$ cat src/hdl/sbh_pkg.sv
// Shared types and constants for the SHA-1 byte stream hasher.
// Holds the sequencer state type, initial chaining words and round constants.
// No dependencies.
`timescale 1ns / 1ps

package sbh_pkg;

   // Sequencer states
   typedef enum logic [2:0] {
      ST_IDLE,
      ST_PAD,
      ST_ROUND,
      ST_UPDATE,
      ST_OUT
   } state_type;

   typedef logic [31:0] word_type;

   localparam int unsigned NUM_WORDS   = 5;
   localparam int unsigned NUM_ROUNDS  = 80;
   localparam int unsigned BLOCK_BYTES = 64;

   // Initial chaining words h0..h4
   localparam word_type H_INIT [NUM_WORDS] = '{
      32'h67452301, 32'hEFCDAB89, 32'h98BADCFE, 32'h10325476, 32'hC3D2E1F0
   };

   // Round constants, one per group of twenty rounds
   localparam word_type K_R00 = 32'h5A827999;
   localparam word_type K_R20 = 32'h6ED9EBA1;
   localparam word_type K_R40 = 32'h8F1BBCDC;
   localparam word_type K_R60 = 32'hCA62C1D6;

   // First padding byte after the message
   localparam logic [7:0] PAD_BYTE = 8'h80;

   // Fill position where the big-endian length begins
   localparam logic [5:0] LEN_START = 6'(BLOCK_BYTES - 8);

   function automatic word_type rol32(input word_type x, input int unsigned n);
      rol32 = (x << n) | (x >> (32 - n));
   endfunction

endpackage

$ cat src/hdl/sha1_byte_stream_hasher.sv
// SHA-1 byte stream hasher: byte intake, padding sequencer and round unit.
// Depends on sbh_pkg for the state type, initial words and round constants.
`timescale 1ns / 1ps

// Usage
//   req_*: one message byte per item in tdata[7:0]; tlast marks the final item
//   of the message, tuser set means the item carries no byte (with tlast it
//   closes an empty message; without tlast the item is dropped).
//   rsp_*: five items per message, the digest words h0..h4, index in tuser,
//   tlast on h4.
// Timing
//   A byte that neither completes a 64-byte block nor ends the message leaves
//   req_tready high for the next item. A byte that completes a block starts the
//   shared round unit: 80 rounds, one per cycle, then a fold into the chaining
//   words (ST_UPDATE), and req_tready stays low through both.
//   After the last item the padding bytes are fed in one per cycle through the
//   same byte path (up to 64 bytes, or up to 72 when a second block is needed),
//   pausing while each full block is hashed, then the five words are presented.
// Reset and stall
//   reset returns the chaining words, bit count and fill position to their
//   initial values. While rsp_tready is low the current word holds and no
//   input item is taken; after h4 is taken the block is ready for a new message.
module sha1_byte_stream_hasher (
   input  logic        clock,
   input  logic        reset,
   input  logic        req_tvalid,
   output logic        req_tready,
   input  logic [7:0]  req_tdata,   // [7:0] data_byte
   input  logic        req_tlast,   // is_last
   input  logic        req_tuser,   // no_byte
   output logic        rsp_tvalid,
   input  logic        rsp_tready,
   output logic [31:0] rsp_tdata,   // [31:0] digest_word
   output logic        rsp_tlast,   // last_word
   output logic [2:0]  rsp_tuser    // [2:0] word_index
);
   import sbh_pkg::*;

   state_type     state_ff, state_in;
   logic [5:0]    pos_ff, pos_in;
   logic [63:0]   bit_count_ff, bit_count_in;
   logic [511:0]  msg_ff, msg_in;
   word_type      h_ff [NUM_WORDS];
   word_type      h_in [NUM_WORDS];
   word_type      a_ff, b_ff, c_ff, d_ff, e_ff;
   word_type      a_in, b_in, c_in, d_in, e_in;
   logic [6:0]    round_ff, round_in;
   logic          pad_ff, pad_in;
   logic          first_ff, first_in;
   logic          len_ff, len_in;
   logic [2:0]    word_ff, word_in;

   logic          wr_en;
   logic [7:0]    wr_byte;
   word_type      f_val, k_val, w_cur, w_new, t_val;

   // Round unit: message schedule taps and round function
   always_comb begin
      w_cur = msg_ff[511:480];
      w_new = rol32(msg_ff[95:64] ^ msg_ff[255:224] ^ msg_ff[447:416] ^ msg_ff[511:480], 1);
      priority if (round_ff < 7'd20) begin
         f_val = (b_ff & c_ff) | (~b_ff & d_ff);
         k_val = K_R00;
      end else if (round_ff < 7'd40) begin
         f_val = b_ff ^ c_ff ^ d_ff;
         k_val = K_R20;
      end else if (round_ff < 7'd60) begin
         f_val = (b_ff & c_ff) | (b_ff & d_ff) | (c_ff & d_ff);
         k_val = K_R40;
      end else begin
         f_val = b_ff ^ c_ff ^ d_ff;
         k_val = K_R60;
      end
      t_val = rol32(a_ff, 5) + f_val + e_ff + k_val + w_cur;
   end

   // Sequencer: next state and datapath control
   always_comb begin
      state_in     = state_ff;
      pos_in       = pos_ff;
      bit_count_in = bit_count_ff;
      msg_in       = msg_ff;
      h_in         = h_ff;
      a_in         = a_ff;
      b_in         = b_ff;
      c_in         = c_ff;
      d_in         = d_ff;
      e_in         = e_ff;
      round_in     = round_ff;
      pad_in       = pad_ff;
      first_in     = first_ff;
      len_in       = len_ff;
      word_in      = word_ff;
      wr_en        = 1'b0;
      wr_byte      = req_tdata;
      req_tready   = (state_ff == ST_IDLE);
      rsp_tvalid   = (state_ff == ST_OUT);

      unique case (state_ff)
         ST_IDLE: begin
            if (req_tvalid) begin
               if (!req_tuser) begin
                  wr_en        = 1'b1;
                  bit_count_in = bit_count_ff + 64'd8;
               end
               if (req_tlast) begin
                  pad_in   = 1'b1;
                  first_in = 1'b1;
               end
               if (!req_tuser && pos_ff == 6'd63) begin
                  state_in = ST_ROUND;
               end else if (req_tlast) begin
                  state_in = ST_PAD;
               end
            end
         end
         ST_PAD: begin
            // feed pad marker, zero fill, then length bytes high first
            wr_en = 1'b1;
            if (first_ff) begin
               wr_byte  = PAD_BYTE;
               first_in = 1'b0;
            end else if (len_ff) begin
               wr_byte      = bit_count_ff[63:56];
               bit_count_in = {bit_count_ff[55:0], 8'h00};
            end else begin
               wr_byte = 8'h00;
            end
            if (pos_ff == LEN_START - 6'd1) begin
               len_in = 1'b1;
            end
            if (pos_ff == 6'd63) begin
               state_in = ST_ROUND;
            end
         end
         ST_ROUND: begin
            a_in     = t_val;
            b_in     = a_ff;
            c_in     = rol32(b_ff, 30);
            d_in     = c_ff;
            e_in     = d_ff;
            msg_in   = {msg_ff[479:0], w_new};
            round_in = round_ff + 7'd1;
            if (round_ff == 7'(NUM_ROUNDS - 1)) begin
               state_in = ST_UPDATE;
            end
         end
         ST_UPDATE: begin
            h_in[0]  = h_ff[0] + a_ff;
            h_in[1]  = h_ff[1] + b_ff;
            h_in[2]  = h_ff[2] + c_ff;
            h_in[3]  = h_ff[3] + d_ff;
            h_in[4]  = h_ff[4] + e_ff;
            round_in = '0;
            priority if (pad_ff && len_ff) begin
               state_in = ST_OUT;
            end else if (pad_ff) begin
               state_in = ST_PAD;
            end else begin
               state_in = ST_IDLE;
            end
         end
         ST_OUT: begin
            if (rsp_tready) begin
               word_in = word_ff + 3'd1;
               if (word_ff == 3'(NUM_WORDS - 1)) begin
                  // message done: back to initial state
                  state_in     = ST_IDLE;
                  h_in         = H_INIT;
                  bit_count_in = '0;
                  pos_in       = '0;
                  pad_in       = 1'b0;
                  first_in     = 1'b0;
                  len_in       = 1'b0;
                  word_in      = '0;
               end
            end
         end
         default: begin
            state_in = ST_IDLE;
         end
      endcase

      // Shift a byte into the block; a full block loads the working words
      if (wr_en) begin
         msg_in = {msg_ff[503:0], wr_byte};
         pos_in = pos_ff + 6'd1;
         if (pos_ff == 6'd63) begin
            a_in     = h_ff[0];
            b_in     = h_ff[1];
            c_in     = h_ff[2];
            d_in     = h_ff[3];
            e_in     = h_ff[4];
            round_in = '0;
         end
      end
   end

   // Select the digest word on the result channel
   always_comb begin
      unique case (word_ff)
         3'd0:    rsp_tdata = h_ff[0];
         3'd1:    rsp_tdata = h_ff[1];
         3'd2:    rsp_tdata = h_ff[2];
         3'd3:    rsp_tdata = h_ff[3];
         3'd4:    rsp_tdata = h_ff[4];
         default: rsp_tdata = '0;
      endcase
      rsp_tuser = word_ff;
      rsp_tlast = (word_ff == 3'(NUM_WORDS - 1));
   end

   // Control state
   always_ff @(posedge clock) begin
      if (reset) begin
         state_ff     <= ST_IDLE;
         pos_ff       <= '0;
         bit_count_ff <= '0;
         h_ff         <= H_INIT;
         round_ff     <= '0;
         pad_ff       <= 1'b0;
         first_ff     <= 1'b0;
         len_ff       <= 1'b0;
         word_ff      <= '0;
      end else begin
         state_ff     <= state_in;
         pos_ff       <= pos_in;
         bit_count_ff <= bit_count_in;
         h_ff         <= h_in;
         round_ff     <= round_in;
         pad_ff       <= pad_in;
         first_ff     <= first_in;
         len_ff       <= len_in;
         word_ff      <= word_in;
      end
   end

   // Block buffer and working words
   always_ff @(posedge clock) begin
      msg_ff <= msg_in;
      a_ff   <= a_in;
      b_ff   <= b_in;
      c_ff   <= c_in;
      d_ff   <= d_in;
      e_ff   <= e_in;
   end

   // Checks
   a_out_blocks_in: assert property (@(posedge clock) disable iff (reset)
      rsp_tvalid |-> !req_tready)
      else $error("input taken while digest is presented");

   a_round_range: assert property (@(posedge clock) disable iff (reset)
      (state_ff == ST_ROUND) |-> (round_ff < 7'(NUM_ROUNDS)))
      else $error("round counter out of range");

   a_block_aligned: assert property (@(posedge clock) disable iff (reset)
      (state_ff == ST_ROUND || state_ff == ST_UPDATE) |-> (pos_ff == 6'd0))
      else $error("compression started on a partial block");

   a_out_after_len: assert property (@(posedge clock) disable iff (reset)
      (state_ff == ST_OUT) |-> (pad_ff && len_ff && !first_ff))
      else $error("digest presented before length was appended");

   a_word_range: assert property (@(posedge clock) disable iff (reset)
      rsp_tvalid |-> (word_ff < 3'(NUM_WORDS)))
      else $error("digest word index out of range");

endmodule
$ cat config.mk
export PLATFORM = sky130hd
export DESIGN_NAME = sha1_byte_stream_hasher
export DESIGN_NICKNAME = d
export VERILOG_FILES = /design/src/hdl/sbh_pkg.sv /design/src/hdl/sha1_byte_stream_hasher.sv
export SDC_FILE = /design/constraint.sdc
export NUM_CORES = 2
export LEC_CHECK = 0
export BUFFER_PORTS_ARGS = -buffer_cell sky130_fd_sc_hd__buf_2
export CORE_ASPECT_RATIO = 1.4
export CORE_UTILIZATION = 35
export DETAILED_ROUTE_END_ITERATION = 8
export HOLD_SLACK_MARGIN = 0.03
export PLACE_DENSITY = 0.47
export SLEW_MARGIN = 0
export SYNTH_ARGS = -nofsm -noshare
export SYNTH_HDL_FRONTEND = slang
export SYNTH_SLANG_ARGS = --single-unit
$ cat constraint.sdc
create_clock -name clock -period 28.1 [get_ports clock]
set_input_delay 4.215 -clock clock [delete_from_list [all_inputs] [get_ports clock]]
set_output_delay 4.215 -clock clock [all_outputs]
set_load 0.05 [all_outputs]
Word-level counts from Yosys, hierarchy flattened
Cells that the tools add are included. W data, S select, Z words.

Flip-flop bits (word level): 918. Bits in latches: 0. RAM bits: 0. Memory bits (read-only): 0. Output and inout port bits: 38. Memories kept: 0.

Add/sub/neg operators: 13. $mul: 0. Div/mod/pow operators: 0. Magnitude comparators: 3. Equality and inequality tests: 22. Shifts and indexed selects: 0. Multiplexer cells: 66. Bitwise gates (word level): 16. Reductions and logical operators: 21.

Operators with widths (number): $mux W512 (2); $mux W32 (20); $mux W64 (6); $mux W160 (2); $pmux W160 S2 (1); $add A32 B32 Y32 (9); $pmux W64 S3 (1); $pmux W32 S5 (1); $xor A32 B32 Y32 (5); $and A32 B32 Y32 (4); $or A32 B32 Y32 (3); $add A64 B4 Y64 const B (1); $not A32 Y32 (1); $or A32 B1 Y32 (1); $or A32 B30 Y32 (1); $or A32 B5 Y32 (1); $mux W31 (1); $mux W3 (9); $mux W6 (4); $mux W8 (3); $pmux W3 S5 (1); $lt A7 B6 Y1 const B (2); $mux W7 (2); $ne A2 B2 Y1 const B (7); other kinds (26) (53).

Longest topological paths before layout
Word-level depth: 13. Gate-level depth with buffers: 25.

Worst setup path after synthesis
OpenSTA, ideal clock, no wires.

Path type: input to register. Start point: in req_tvalid. End point: reg msg_ff[0], enable pin. Arrival time: 13.657 ns. Path slack: 10.802 ns. Stages: 7. Path buffers: 3. Cells stage by stage: inv_1 o21a_1 or3_1 clkbuf_1 clkbuf_1 clkbuf_1 nand2_1.

Cells in the longest elaborated chain, start to end: 3.

RTL lines: from (decl) (line sha1_byte_stream_hasher.sv:26) `input logic req_tvalid,`; $mux W1 (line sha1_byte_stream_hasher.sv:101) `if (req_tvalid) begin`; $pmux W1 S2 (line sha1_byte_stream_hasher.sv:99) `unique case (state_ff)`; $reduce_bool A2 Y1 (no source line); to (signal assigned) (line sha1_byte_stream_hasher.sv:240) `msg_ff <= msg_in;`; to (decl) (line sha1_byte_stream_hasher.sv:42) `logic [511:0] msg_ff, msg_in;`.

No other way between the ends. A chain may end at the register's enable or synchronous reset.

Worst setup path in the final report
Start point: reg word_ff[0] (netlist: rsp_tuser[0]). End point: out rsp_tdata[16].

Cells in the longest elaborated chain, start to end: 2. Elaborated cells on any way between the ends: 6. Those cells by class: eq/ne: 4; mux: 1; reduce/logical: 1.

RTL lines: from (decl) (line sha1_byte_stream_hasher.sv:51) `logic [2:0] word_ff, word_in;`; from (signal assigned) (line sha1_byte_stream_hasher.sv:234) `word_ff <= word_in;`; $eq A3 B3 Y1, or another cell as far along (line sha1_byte_stream_hasher.sv:201) `unique case (word_ff)`; $pmux W32 S5 * (line sha1_byte_stream_hasher.sv:201); to (decl) (line sha1_byte_stream_hasher.sv:33) `output logic [31:0] rsp_tdata,`.

Every way passes the cells marked *; elsewhere a longest branch is shown, timed or not.

==> run metrics <==
Mapped Nets 6481; Final GP Congestion 0.892; Core Box Area 0.149 mm^2; Worst-Skew Late Latency 750 ps; Clock Sink Count 915; slowest stage cell, crit path buf_4; post-route ant nets 0; Rows 167; Worst Path Required 23890 ps; post-synthesis register bit count 915; worst vdd ir 0.0508 mV; minimum clock period 7880 ps; Post-Syn Instances 6141; run status complete, no violations; Clock Pin Slew Worst Setup and Hold Paths 70 ps; crit end category primary output; first-pass iteration count of the detailed router 7; Unique masters post-synth 95; Clock Path Buffers 3; io pins 52; # hold bufs at CTS 0; PD cells 64.5 mW/mm^2; final worst-path cycle share 28.1%; # port buffers 51; critical path type flop to primary output; Max-cap violations 0; normalized max-slew margin 20.5%; sequential area share after synthesis 44.6%; global route overflow 0; first-pass GRT wire length 265 mm; ys flop type edfxtp_1; Avg Inst Size Synth 8.56 um^2; Worst Tran Pin Value 1180 ps; Post-CTS Setup Bufs 0; Max Slew Vio Count 0; synthesized cell area 0.0526 mm^2; initial antenna violation count 4; Max Clock Freq 127 MHz; Final Util 39.0%; nets 6381; drt total wl 176 mm; FFs w/ async S/R, synth 0%; Worst path most repeated cell buf_4; synth warn 0; CP arrival 3670 ps; share of layout cells above drive strength 1 5.62%; worst-path maximum fanout 20; final setup violating endpoints 0; number of global-route vias before repair 42647; DR iter-0 viols 3628; Buf/Inv on CP 5; RSZ-0062 raised after global routing no; vias per inst 5.33; filler cell count 15303; Worst Skew 43.1 ps; crit path cell chain inv_1 > ha_1 > buf_4 > nand2_1 > inv_2 > buf_4 > a222oi_1 > o21ai_0 > buf_2; most common cell in the netlist nand2_1; Routed WL per cell 21.8 um; Worst setup SP type flop; largest net degree at the start of global routing 221; list of most frequent post-synthesis cells 2002 x nand2_1, 512 x edfxtp_1, 453 x nor2_1; Syn-to-layout area delta 10.3%; final setup TNS 0 ps; Initial Util 35.4%; Final Hold Viols 0; DRC viols 0; Max H-tree Level 3; CTS tree done; total die area 0.152 mm^2; post-synth top area share 29.3%; Synth area leaders edfxtp_1 29%, dfxtp_1 15%, nand2_1 14%, ha_1 4.8%, fa_1 4.8%; Crit path max-delay family buffers and inverters; Root Driver clkbuf_16; number of synthesized flops with an enable pin 512; die height 460 um; post-detail-place hpwl 121 mm; post-synth top area cell edfxtp_1; DIE WIDTH 329 um; Worst path max stage delay 450 ps; leakage power 24.2 nW; CTS Buf Count 101; # resized after CTS 0; Hold Path Class flop to flop; Total GRT Usage 23.0%; routed vias 42991
## metrics by stage
stage          setup WS (ps)  cells  hold WS, ps  total power [mW]  instance area, um^2
6_report               20220   8067          503              3.74                58000
3_3_place_gp           19650   7881          484              2.41                54700
2_1_floorplan          10800   6141          459              2.24                52600
5_1_grt                19990   8067          519              3.94                58000
4_1_cts                20280   8066          503              3.80                58000
3_5_place_dp           19580   7881          490              2.42                54700
## tightest hold or removal path: stages, from the launching register on
cell and delay, ps:
dfxtp_1 320, nand2_1 60, a31oi_1 70
## power breakdown
group          switching [mW]  internal, mW
logic                   0.410         0.219
registers               0.115          1.63
clock network           0.600         0.763
## flip-flops by register name, summed over array words and instances (netlist names)
| register | count |
|---|---|
| pos_ff | 6 |
| c_ff | 32 |
| d_ff | 32 |
| a_ff | 32 |
| first_ff | 1 |
| len_ff | 1 |
| msg_ff | 512 |
| bit_count_ff | 61 |
| h_ff | 160 |
| pad_ff | 1 |
| b_ff | 32 |
| rsp_tuser | 3 |
| e_ff | 32 |
| round_ff | 7 |
| state_ff | 3 |
## cells by family (layout without fill, tap and decap cells)
kind of cell,after synthesis,in the layout,synth area share (%)
AOI/OAI and AO/OA,1187,1187,14.7
xor gates and xnor gates,269,269,4.48
buffers and inverters,583,565,4.18
other,0,1,0
and+or+nand+nor,2824,2824,21.8
muxes,37,37,0.745
DFF,915,915,44.6
adders and majority gates,326,326,9.55
## final timing paths
check,startpoint,end,slack [ps],cells after the start
setup / recovery,rsp_tuser[0],rsp_tdata[16],20220,9
hold reg to reg,e_ff[2],e_ff[2],500,2
setup reg to reg,round_ff[5],a_ff[31],20400,24
hold / removal,e_ff[2],e_ff[2],500,2
## area by class of cell
| type | instances | area [um^2] | area share (%) |
|---|---|---|---|
| Clock buffer | 143 | 2890 | 4.99 |
| Inverter | 268 | 1010 | 1.74 |
| Tap cell | 1943 | 2430 | 4.19 |
| Sequential cell | 915 | 23400 | 40.4 |
| Clock inverter | 42 | 388 | 0.669 |
| Timing Repair Buffer | 112 | 753 | 1.30 |
| Multi-Input combinational cell | 4643 | 27100 | 46.7 |
| Antenna cell | 1 | 2.50 | 0.00432 |
## placed cells by master, fill, tap and decap left out, drive strengths merged, types with 143 or more instances in the layout
cell type,netlist,layout
a31oi,168,168
a21oi,274,274
nor2,453,453
ha,201,201
inv,266,269
edfxtp,512,512
o21ai,255,255
nand2,2003,2003
xnor2,202,202
clkbuf,290,143
dfxtp,403,403
## layer usage
layer / vias to the layer above / global-route usage (%) / wire, um
met5: - / 0 / 16
met4: 4 / 11.2 / 8770
met3: 321 / 2.80 / 7410
met2: 1007 / 40.9 / 88600
met1: 20808 / 27.1 / 70800
li1: 20851 / - / -
Power figures use the tool's default switching activity.
